<file path="config.mk">
export PLATFORM = sky130hd
export DESIGN_NAME = bank_mapper_scanline_irq
export DESIGN_NICKNAME = d
export VERILOG_FILES = /design/src/hdl/bmsi_pkg.sv /design/src/hdl/bmsi_core.sv /design/src/hdl/bank_mapper_scanline_irq.sv
export VERILOG_INCLUDE_DIRS = /design/src /design/src/hdl
export SDC_FILE = /design/constraint.sdc
export NUM_CORES = 1
export LEC_CHECK = 0
export ABC_AREA = 0
export CORE_ASPECT_RATIO = 0.8
export CORE_MARGIN = 2
export CORE_UTILIZATION = 60
export DETAILED_ROUTE_END_ITERATION = 6
export DONT_BUFFER_PORTS = 1
export PLACE_DENSITY_LB_ADDON = 0.15
export SLEW_MARGIN = 20
export SYNTH_ARGS = -nofsm -noshare
export SYNTH_HDL_FRONTEND = slang
export SYNTH_SLANG_ARGS = --single-unit
</file>
<file path="constraint.sdc">
create_clock -name clk -period 3.2 [get_ports clk]
set_clock_uncertainty 0.1 [all_clocks]
set_input_delay 0.32 -clock clk [delete_from_list [all_inputs] [get_ports clk]]
set_output_delay 0.32 -clock clk [all_outputs]
set_load 0.05 [all_outputs]
</file>
<file path="src/hdl/assert_macros.svh">
// assertion macros shared by the mapper rtl
// no dependencies; included by files that carry concurrent checks
`ifndef ASSERT_MACROS_SVH
`define ASSERT_MACROS_SVH

// property checked on every rising edge outside reset
`define ASSERT_CLK(label, clk, rst_n, prop) \
	label: assert property (@(posedge clk) disable iff (!rst_n) prop) \
		else $error("assertion failed in bank mapper");

// expression that must never be true outside reset
`define ASSERT_NEVER(label, clk, rst_n, expr) \
	label: assert property (@(posedge clk) disable iff (!rst_n) !(expr)) \
		else $error("forbidden condition in bank mapper");

`endif

</file>
<file path="src/hdl/bmsi_pkg.sv">
// types, decode constants and helpers for the bank mapper
// no dependencies; used by bmsi_core and bank_mapper_scanline_irq
`default_nettype none

package bmsi_pkg;

	// input item kinds
	localparam logic KIND_WRITE = 1'b0;
	localparam logic KIND_TICK  = 1'b1;

	// address decode of a cpu write
	localparam logic [15:0] DEC_MASK   = 16'hE001;
	localparam logic [15:0] DEC_MASTER = 16'h4000;
	localparam logic [15:0] DEC_LOAD   = 16'h8000;
	localparam logic [15:0] DEC_CMD    = 16'h8001;
	localparam logic [15:0] DEC_DATA   = 16'hA000;
	localparam logic [15:0] DEC_MIRROR = 16'hA001;
	localparam logic [15:0] DEC_ACK    = 16'hE000;

	// master mode fields
	localparam int unsigned MASTER_16K_BIT = 7;
	localparam logic [7:0]  MASTER_N_MASK  = 8'h1F;

	// fixed last banks in 8k mode
	localparam logic [7:0] PRG_FIXED_LO = 8'hFE;
	localparam logic [7:0] PRG_FIXED_HI = 8'hFF;

	// reset value of the program bank mask
	localparam logic [7:0] PRG_MASK_RESET = 8'hFF;

	typedef struct packed {
		logic        kind;
		logic [15:0] address;
		logic [7:0]  write_data;
	} cmd_t;

	typedef struct packed {
		logic [31:0] prg_banks;
		logic [63:0] chr_banks;
		logic        mirror_select;
		logic        irq_pending;
	} res_t;

	// internal status from the core, for checks
	typedef struct packed {
		logic irq;
		logic armed;
	} stat_t;

	function automatic logic [15:0] decode(input logic [15:0] address);
		return address & DEC_MASK;
	endfunction

endpackage

`default_nettype wire

</file>
<file path="src/hdl/bmsi_core.sv">
// mapper state and next-state logic: register decode, irq counter, bank tables
// depends on bmsi_pkg
`default_nettype none

module bmsi_core (
	input  wire logic           clk,
	input  wire logic           arst_n,
	input  wire logic           acc,
	input  wire bmsi_pkg::cmd_t cmd,
	input  wire logic           cfg_we,
	input  wire logic [7:0]     cfg_wdata,
	output bmsi_pkg::res_t      res_nxt,
	output bmsi_pkg::stat_t     stat
);

	logic [7:0]  mask_q;
	logic [7:0]  bank_reg_q  [8];
	logic [7:0]  bank_reg_n  [8];
	logic [7:0]  chr_q       [8];
	logic [7:0]  chr_n       [8];
	logic [7:0]  master_q, master_n;
	logic [7:0]  bank_cmd_q, bank_cmd_n;
	logic        armed_q, armed_n;
	logic [7:0]  line_q, line_n;
	logic        irq_q, irq_n;
	logic        mirror_q, mirror_n;
	logic        recompute;
	logic [15:0] dec;
	logic [6:0]  pair0, pair7;
	logic [4:0]  n16;
	logic [7:0]  slot [4];

	// next state for one transfer
	always_comb begin
		dec        = bmsi_pkg::decode(cmd.address);
		bank_reg_n = bank_reg_q;
		master_n   = master_q;
		bank_cmd_n = bank_cmd_q;
		armed_n    = armed_q;
		line_n     = line_q;
		irq_n      = irq_q;
		mirror_n   = mirror_q;
		recompute  = 1'b0;
		if (cmd.kind == bmsi_pkg::KIND_WRITE) begin
			unique case (dec)
				bmsi_pkg::DEC_MASTER: master_n = cmd.write_data;
				bmsi_pkg::DEC_LOAD:   line_n = cmd.write_data;
				bmsi_pkg::DEC_ACK:    irq_n = 1'b0;
				bmsi_pkg::DEC_MIRROR: mirror_n = ~cmd.write_data[0];
				bmsi_pkg::DEC_CMD: begin
					bank_cmd_n = cmd.write_data;
					armed_n    = 1'b1;
					recompute  = 1'b1;
				end
				bmsi_pkg::DEC_DATA: begin
					if (armed_q) begin
						bank_reg_n[bank_cmd_q[2:0]] = cmd.write_data;
						armed_n   = 1'b0;
						recompute = 1'b1;
					end
				end
				default: ;
			endcase
		end else if (line_q != 8'd0) begin
			// scanline tick counts down and fires at zero
			line_n = line_q - 8'd1;
			if (line_n == 8'd0) begin
				irq_n = 1'b1;
			end
		end
	end

	// character page recompute from the updated command and registers
	always_comb begin
		chr_n = chr_q;
		pair0 = bank_reg_n[0][7:1];
		pair7 = bank_reg_n[7][7:1];
		if (recompute) begin
			if (!bank_cmd_n[7]) begin
				chr_n[0] = {pair0, 1'b0};
				chr_n[1] = {pair0, 1'b1};
				chr_n[2] = {pair7, 1'b0};
				chr_n[3] = {pair7, 1'b1};
			end
			chr_n[4] = {1'b0, bank_reg_n[5][7:1]};
			chr_n[5] = {1'b0, bank_reg_n[2][7:1]};
			chr_n[6] = {1'b0, bank_reg_n[6][7:1]};
			chr_n[7] = {1'b0, bank_reg_n[4][7:1]};
		end
	end

	// program bank slots, masked
	always_comb begin
		n16 = master_n[4:0] & bmsi_pkg::MASTER_N_MASK[4:0];
		if (master_n[bmsi_pkg::MASTER_16K_BIT]) begin
			slot[0] = {2'b00, n16, 1'b0};
			slot[1] = {2'b00, n16, 1'b1};
			slot[2] = {2'b00, n16, 1'b0};
			slot[3] = {2'b00, n16, 1'b1};
		end else begin
			slot[0] = bank_reg_n[1];
			slot[1] = bank_reg_n[3];
			slot[2] = bmsi_pkg::PRG_FIXED_LO;
			slot[3] = bmsi_pkg::PRG_FIXED_HI;
		end
		res_nxt.prg_banks = {slot[3] & mask_q, slot[2] & mask_q,
			slot[1] & mask_q, slot[0] & mask_q};
		res_nxt.chr_banks = {chr_n[7], chr_n[6], chr_n[5], chr_n[4],
			chr_n[3], chr_n[2], chr_n[1], chr_n[0]};
		res_nxt.mirror_select = mirror_n;
		res_nxt.irq_pending   = irq_n;
	end

	// configuration register
	always_ff @(posedge clk or negedge arst_n) begin
		if (!arst_n) begin
			mask_q <= bmsi_pkg::PRG_MASK_RESET;
		end else if (cfg_we) begin
			mask_q <= cfg_wdata;
		end
	end

	// mapper state, updated on each transfer
	always_ff @(posedge clk or negedge arst_n) begin
		if (!arst_n) begin
			bank_reg_q <= '{default: 8'd0};
			// power-on character pages 0,1,0,1 then zero
			chr_q      <= '{8'd0, 8'd1, 8'd0, 8'd1, 8'd0, 8'd0, 8'd0, 8'd0};
			master_q   <= 8'd0;
			bank_cmd_q <= 8'd0;
			armed_q    <= 1'b0;
			line_q     <= 8'd0;
			irq_q      <= 1'b0;
			mirror_q   <= 1'b0;
		end else if (acc) begin
			bank_reg_q <= bank_reg_n;
			chr_q      <= chr_n;
			master_q   <= master_n;
			bank_cmd_q <= bank_cmd_n;
			armed_q    <= armed_n;
			line_q     <= line_n;
			irq_q      <= irq_n;
			mirror_q   <= mirror_n;
		end
	end

	assign stat.irq   = irq_q;
	assign stat.armed = armed_q;

endmodule

`default_nettype wire

</file>
<file path="src/hdl/bank_mapper_scanline_irq.sv">
// top level of the bank mapper with scanline interrupt: handshake and result register
// depends on bmsi_pkg, bmsi_core and assert_macros.svh
//
//  channel | signals                   | direction | content
//  cmd     | cmd_valid cmd_ready cmd   | in        | cpu write or scanline tick
//  res     | res_valid res_ready res   | out       | banks, mirroring, irq line
//  cfg     | cfg_we cfg_wdata          | in        | program bank mask
//
// one item per cycle when not stalled; its result is valid the cycle after the transfer
// state and result register update in the same edge, the core logic is one level deep
// cmd_ready is high whenever the result register is empty or being taken
// a stalled result holds while further items wait; reset empties the result register
// reset is asynchronous, active low, and loads the power-on bank tables
`default_nettype none
`include "assert_macros.svh"

module bank_mapper_scanline_irq (
	input  wire logic           clk,
	input  wire logic           arst_n,
	input  wire logic           cmd_valid,
	output logic                cmd_ready,
	input  wire bmsi_pkg::cmd_t cmd,
	output logic                res_valid,
	input  wire logic           res_ready,
	output bmsi_pkg::res_t      res,
	input  wire logic           cfg_we,
	input  wire logic [7:0]     cfg_wdata
);

	logic            acc;
	logic            res_valid_q;
	bmsi_pkg::res_t  res_q;
	bmsi_pkg::res_t  res_nxt;
	bmsi_pkg::stat_t stat;

	// accept when the result slot is free this cycle
	assign cmd_ready = !res_valid_q || res_ready;
	assign acc       = cmd_valid && cmd_ready;

	bmsi_core u_core (
		.clk       (clk),
		.arst_n    (arst_n),
		.acc       (acc),
		.cmd       (cmd),
		.cfg_we    (cfg_we),
		.cfg_wdata (cfg_wdata),
		.res_nxt   (res_nxt),
		.stat      (stat)
	);

	// result valid flag
	always_ff @(posedge clk or negedge arst_n) begin
		if (!arst_n) begin
			res_valid_q <= 1'b0;
		end else if (acc) begin
			res_valid_q <= 1'b1;
		end else if (res_ready) begin
			res_valid_q <= 1'b0;
		end
	end

	// result payload
	always_ff @(posedge clk) begin
		if (acc) begin
			res_q <= res_nxt;
		end
	end

	assign res_valid = res_valid_q;
	assign res       = res_q;

	// every transfer yields a result next cycle
	`ASSERT_CLK(a_acc_gives_res, clk, arst_n, acc |=> res_valid_q)
	// irq only rises on a scanline tick
	`ASSERT_CLK(a_irq_from_tick, clk, arst_n,
		$rose(stat.irq) |-> $past(acc && cmd.kind == bmsi_pkg::KIND_TICK))
	// arm clears only through a bank data write
	`ASSERT_CLK(a_disarm_by_data, clk, arst_n,
		$fell(stat.armed) |-> $past(acc && cmd.kind == bmsi_pkg::KIND_WRITE
		&& bmsi_pkg::decode(cmd.address) == bmsi_pkg::DEC_DATA))
	// the reported irq line follows the core state after each transfer
	`ASSERT_CLK(a_irq_matches, clk, arst_n,
		$past(acc) |-> res_q.irq_pending == stat.irq)

endmodule

`default_nettype wire

</file>
# Word level (Yosys, flattened, before mapping)
# Index checks and enable logic that the tools add are counted.
# op_classes
add_sub_neg	1
mul	0
div_mod_pow	0
magnitude_cmp	2
n_eq_ne	7
shift	0
n_mux	28
bitwise	7
reduce_logical	14
# ops
cell	n
2-to-1 mux 64 bit	4
bitwise mux 64 bit	1
2-to-1 mux 32 bit	2
2-to-1 mux 8 bit	8
bitwise AND 8 bit	4
demux 8 bit (select 3 bit)	1
== test 4 bit (second input constant)	5
AND reduction 3 bit	4
2-to-1 mux 1 bit	10
zero test 8 bit	1
nonzero test 8 bit	1
subtractor 8 x 1 -> 8 bit (second input constant)	1
nonzero test 2 bit	3
== test 4 x 3 -> 1 bit (second input constant)	1
greater-or-equal comparator 4 bit (second input constant)	1
< comparator 4 x 1 -> 1 bit (second input constant)	1
NOT 3 -> 4 bit	1
one-hot mux 1 bit (2 select lines)	2
AND reduction 4 bit	1
logical AND 1 bit	2
inequality test 2 x 1 -> 1 bit (second input constant)	1
NOT 1 bit	2
zero test 1 bit	1
logical OR 1 bit	1
# word_totals
register_bits	262
latchBits	0
ramBits	0
mem_bits_ro	0
inputBits	38
output_inout_bits	100
n_memories	0

# Longest topological paths before layout
# depth
depth_word	11
mapped_depth	8
ltp_nobuf	7

# Modules after synthesis
# A second synthesis with hierarchy kept.
# hier_totals
hier_cells	842
area_unflattened_um2	10591.4
# modules_own_cells
module	n_inst	cells_each	area_per_inst_um2	seq_area_each_um2
bmsi_core	1	740	7594.8	3791.1
bank_mapper_scanline_irq	1	102	2996.6	2967.8

# Worst setup path before layout
# Ideal clock, no wire load.
# synth_timing
kind	register to register
startpoint	register res_valid_q, in the netlist res_valid
endpoint	register u_core.master_q[1]
setup_ns	0.125
t_arrival_ns	3.335
setup_slack_ns	-0.359
path_stages_with_launch	8
synth_period_minus_slack_ns	3.559
path_cell_list	dfrtp_1 nor2b_1 inv_1 nand2_1 inv_1 buf_2 nand2_1 mux2_2
# synth_via
elab_chain_len	3
# synth_rtl
item	line	source
start: declaration	bank_mapper_scanline_irq.sv:31	logic res_valid_q;
start signal: assignment	bank_mapper_scanline_irq.sv:54	res_valid_q <= 1'b0;
start signal: assignment	bank_mapper_scanline_irq.sv:56	res_valid_q <= 1'b1;
start signal: assignment	bank_mapper_scanline_irq.sv:58	res_valid_q <= 1'b0;
zero test 1 bit	bank_mapper_scanline_irq.sv:37	assign cmd_ready = !res_valid_q || res_ready;
logical OR 1 bit	bank_mapper_scanline_irq.sv:37	
net cmd_ready	bank_mapper_scanline_irq.sv:21	output logic cmd_ready,
logical AND 1 bit	bank_mapper_scanline_irq.sv:38	assign acc = cmd_valid && cmd_ready;
net acc	bank_mapper_scanline_irq.sv:30	logic acc;
end signal: assignment	bmsi_core.sv:138	master_q <= master_n;
end: declaration	bmsi_core.sv:21	logic [7:0] master_q, master_n;
# The timed path passes the listed nets, and every way through them passes these cells.
# A chain may end at the register's enable or synchronous reset.

# Final worst setup path
# layout_timing
startpoint	register res_valid_q, in the netlist res_valid
endpoint	register u_core.armed_q
# layout_via
elab_chain_len	4
# layout_rtl
item	line	source
zero test 1 bit	bank_mapper_scanline_irq.sv:37	
logical OR 1 bit	bank_mapper_scanline_irq.sv:37	
logical AND 1 bit	bank_mapper_scanline_irq.sv:38	
AND reduction 3 bit (no source line)	n/a	
end signal: assignment	bmsi_core.sv:140	armed_q <= armed_n;
end: declaration	bmsi_core.sv:23	logic armed_q, armed_n;
# Every way passes these cells.

==> impl_results.md <==
* Area occupied by registers at ~6500 sq um
* DIE WIDTH at 150.9 microns
* Layout cells sized above 1 at 0.1818
* R2R Setup Slk at about 260 ps
* Slowest stage delay, CP at 570 ps
* Most frequent cells in the layout: dfrtp_1, a21oi_1, nor2_1
* HPWL reported at the end of detailed placement at roughly 13 mm
* N_diodes at 0
* Slew HR at 0.3176
* Filler instances at 1185
* Pleak at slightly below 5 nW
* Sequential share of power at 0.541
* Core area at around 17000 sq um
* VDD IR max at about 0.38 mV
* CTS Sinks at 242
* Remaining global-route overflow at 0
* Initial Util at 0.6201
* Ys flop type: dfrtp_1
* Sw Pwr at 2.224 mW
* Io pins at around 140
* Mapped Cells at ~850
* Design Power at around 7.8 mW
* Die H at 121.5 microns
* Crit-path cells: nor2b_1 > inv_1 > buf_4 > nand2_1 > inv_4 > buf_4 > a31oi_1 > o21ai_0 > dlygate4sd3_1
* Root Driver: clkbuf_16
* Synthesized Nets at 886
* Hold WC Path Type: in2async
* Hold-fix buffers, CTS at 30
* Largest net degree at the start of global routing at 153
* Worst Setup Path Type: reg2reg
* Switching share of total power at 0.2842
* EDFF count, synth at 90
* Failing checks: hold timing
* Crit-path slowest cell: dlygate4sd3_1
* WP data arrival at about 3300 ps
* WL final at between 20 and 25 mm
* Global Route Usage Sum at 0.2463
* Max_cap viols at 0
* Vias in the first global route at 6287
* Syn avg cell area at between 10 and 15 sq um
* Clk Latency, worst-skew pair at ~520 ps
* CP max FO at 26
* Commonest non-fill, non-tap cell in the layout: dfrtp_1
* Drt via density at 5.990
* Multi-input logic area at between 3000 and 4000 sq um
* Max-slew violations at 0
* Routed vias at about 6500
* CTS tree: yes
* Final Hold Vio Count at 152
* DR pass1 iterations at 5
* Clk pwr share at 0.357
* RSZ-0062 raised after global routing: no
* Synth Cell Area at approximately 10000 sq um
* Hold_ws at -597.8 ps
* Initial antenna violation count at 0
* GPL Wtd Cong at 0.8420
* Die area at roughly 18000 sq um
* CTS Buf Count at 24
* Antenna viol nets, final at 0
* Synth Register Bits at approximately 240
* Wire length per cell at approximately 20 microns
* Async SR Flop Fraction at 0.6281
* Row count at between 40 and 50
* Post-route setup TNS at 0 ps
* Area grow syn2layout at 11.68%
* Final Critical Period at about 3000 ps
* WP buf/inv at 5
* First-pass GRT wire length at 34.73 mm
* CP delay by family, top: buffers and inverters
* CTS H-tree lvls at 1
* Worst EP required at 3550 ps
* Max Freq at 340.5 MHz
* Sequential fraction of the synthesis area at 0.6291
* Status: finished, violations left
* Reg clk slew, reported paths at around 60 ps
* Port-buffer cells at 0
* Number of setup violations in the final report at 0
* Clock Path Buffers at 3
* Pwr dens at ~680 nW/um^2
* Ys Warns at 0
* Remaining DRCs at 0
* Gate power share at 0.103
* DR iter-0 viols at 551
* Post-CTS sizing at 0
* Worst Max-Slew Pin Slew at approximately 1000 ps
* CP endpoint kind: flop
* Critical path launch point type: flop
* CP dominant cell by count: buf_4
* Internal power at approximately 5.6 mW
* Nets@finish at roughly 890
* Yosys cell types at 55
* Final worst path period share at 0.9178
## timing repair
item | in CTS | in global routing
hold endpoints to repair | 264 | 152
setup buffers | 0 | 0
setup endpoints to repair | 0 | 0
## power by group through the flow
stage          combinational [mW]  clock [mW]  sequential, mW
2_1_floorplan               0.659           0            4.17
3_3_place_gp                0.696           0            4.27
3_5_place_dp                0.733           0            4.28
4_1_cts                     0.800        2.84            4.23
5_1_grt                     0.896        2.97            4.27
6_report                    0.803        2.79            4.23
## synthesized netlist by cell type (5+ instances only)
master | number | area [sq um]
dfrtp_1 | 142 | 3553
and2_1 | 5 | 31.28
nor2b_1 | 10 | 62.56
buf_2 | 8 | 40.04
edfxtp_1 | 90 | 2703
nand2_1 | 49 | 183.9
a21oi_1 | 102 | 510.5
o21ai_1 | 5 | 25.02
buf_4 | 9 | 67.56
nand3_1 | 6 | 30.03
nor2_1 | 102 | 382.9
nand3b_1 | 5 | 37.54
inv_1 | 18 | 67.56
o311ai_0 | 6 | 52.55
o21ai_0 | 36 | 180.2
mux2_2 | 73 | 822.0
dfstp_2 | 10 | 262.8
clkbuf_1 | 43 | 161.4
nor3_1 | 6 | 30.03
nor2_4 | 5 | 56.30
mux2i_1 | 60 | 600.6
## metal layers
metal  wire [microns]  global-route usage
met1             9987              0.3622
met5                0                   0
met3             1336             0.04794
met4              378             0.05666
met2            10350              0.3869
## cell families after synthesis
kind of cell               share of synthesized area
and+or+nand+nor                               0.1094
AOI/OAI and AO/OA                            0.08694
other                                      0.0003619
xor gates and xnor gates                   0.0008454
DFF                                           0.6291
buffers and inverters                        0.03248
muxes                                         0.1373
adders and majority gates                   0.003623
## per-stage QoR
| stage | cell area, sq um | setup WS [ps] | util | std cells |
|---|---|---|---|---|
| floorplan | 10360 | 207.5 | - | 845 |
| global placement | 10480 | 680.1 | 0.6268 | 1016 |
| detailed placement | 10480 | 626.8 | 0.6268 | 1016 |
| CTS | 11570 | 275.0 | 0.6925 | 1089 |
| global route | 11570 | 124.3 | 0.6925 | 1089 |
| finish | 11570 | 263.0 | 0.6925 | 1089 |
## final timing paths
check | from | endpoint | cells past startpoint
worst max-delay path | res_valid | u_core.armed_q | 9
worst min-delay path | arst_n | u_core.bank_reg_q[38] | 0
worst max register to register | res_valid | u_core.armed_q | 9
worst min register to register | u_core.chr_q[15] | u_core.chr_q[15] | 1
max in group asynchronous | arst_n | u_core.chr_q[48] | 0
min in group clk | cmd[3] | u_core.chr_q[43] | 2
## sequential cells by signal, indices dropped and copies added (netlist names)
signal / count
u_core.bank_cmd_q: 4
u_core.master_q: 6
u_core.line_q: 8
u_core.chr_q: 64
res_valid: 1
u_core.bank_reg_q: 58
u_core.mirror_q: 1
u_core.armed_q: 1
res: 90
u_core.irq_q: 1
u_core.mask_q: 8
## worst reg2reg max path: stages (launching register included)
cell and delay, ps:
dfrtp_1 560, nor2b_1 250, inv_1 60, buf_4 200
nand2_1 130, inv_4 310, buf_4 400, a31oi_1 120
o21ai_0 180, dlygate4sd3_1 570
## final cells by class
| cell class | instances | share of cell area |
|---|---|---|
| inverters | 18 | 0.006055 |
| well taps | 220 | 0.02379 |
| repair buffers | 41 | 0.03308 |
| clock buffers | 32 | 0.05806 |
| flip-flops and latches | 242 | 0.5633 |
| multi-input cells | 525 | 0.3049 |
| clock inverters | 11 | 0.01081 |
Note: power is estimated with default switching activity, not from simulation.
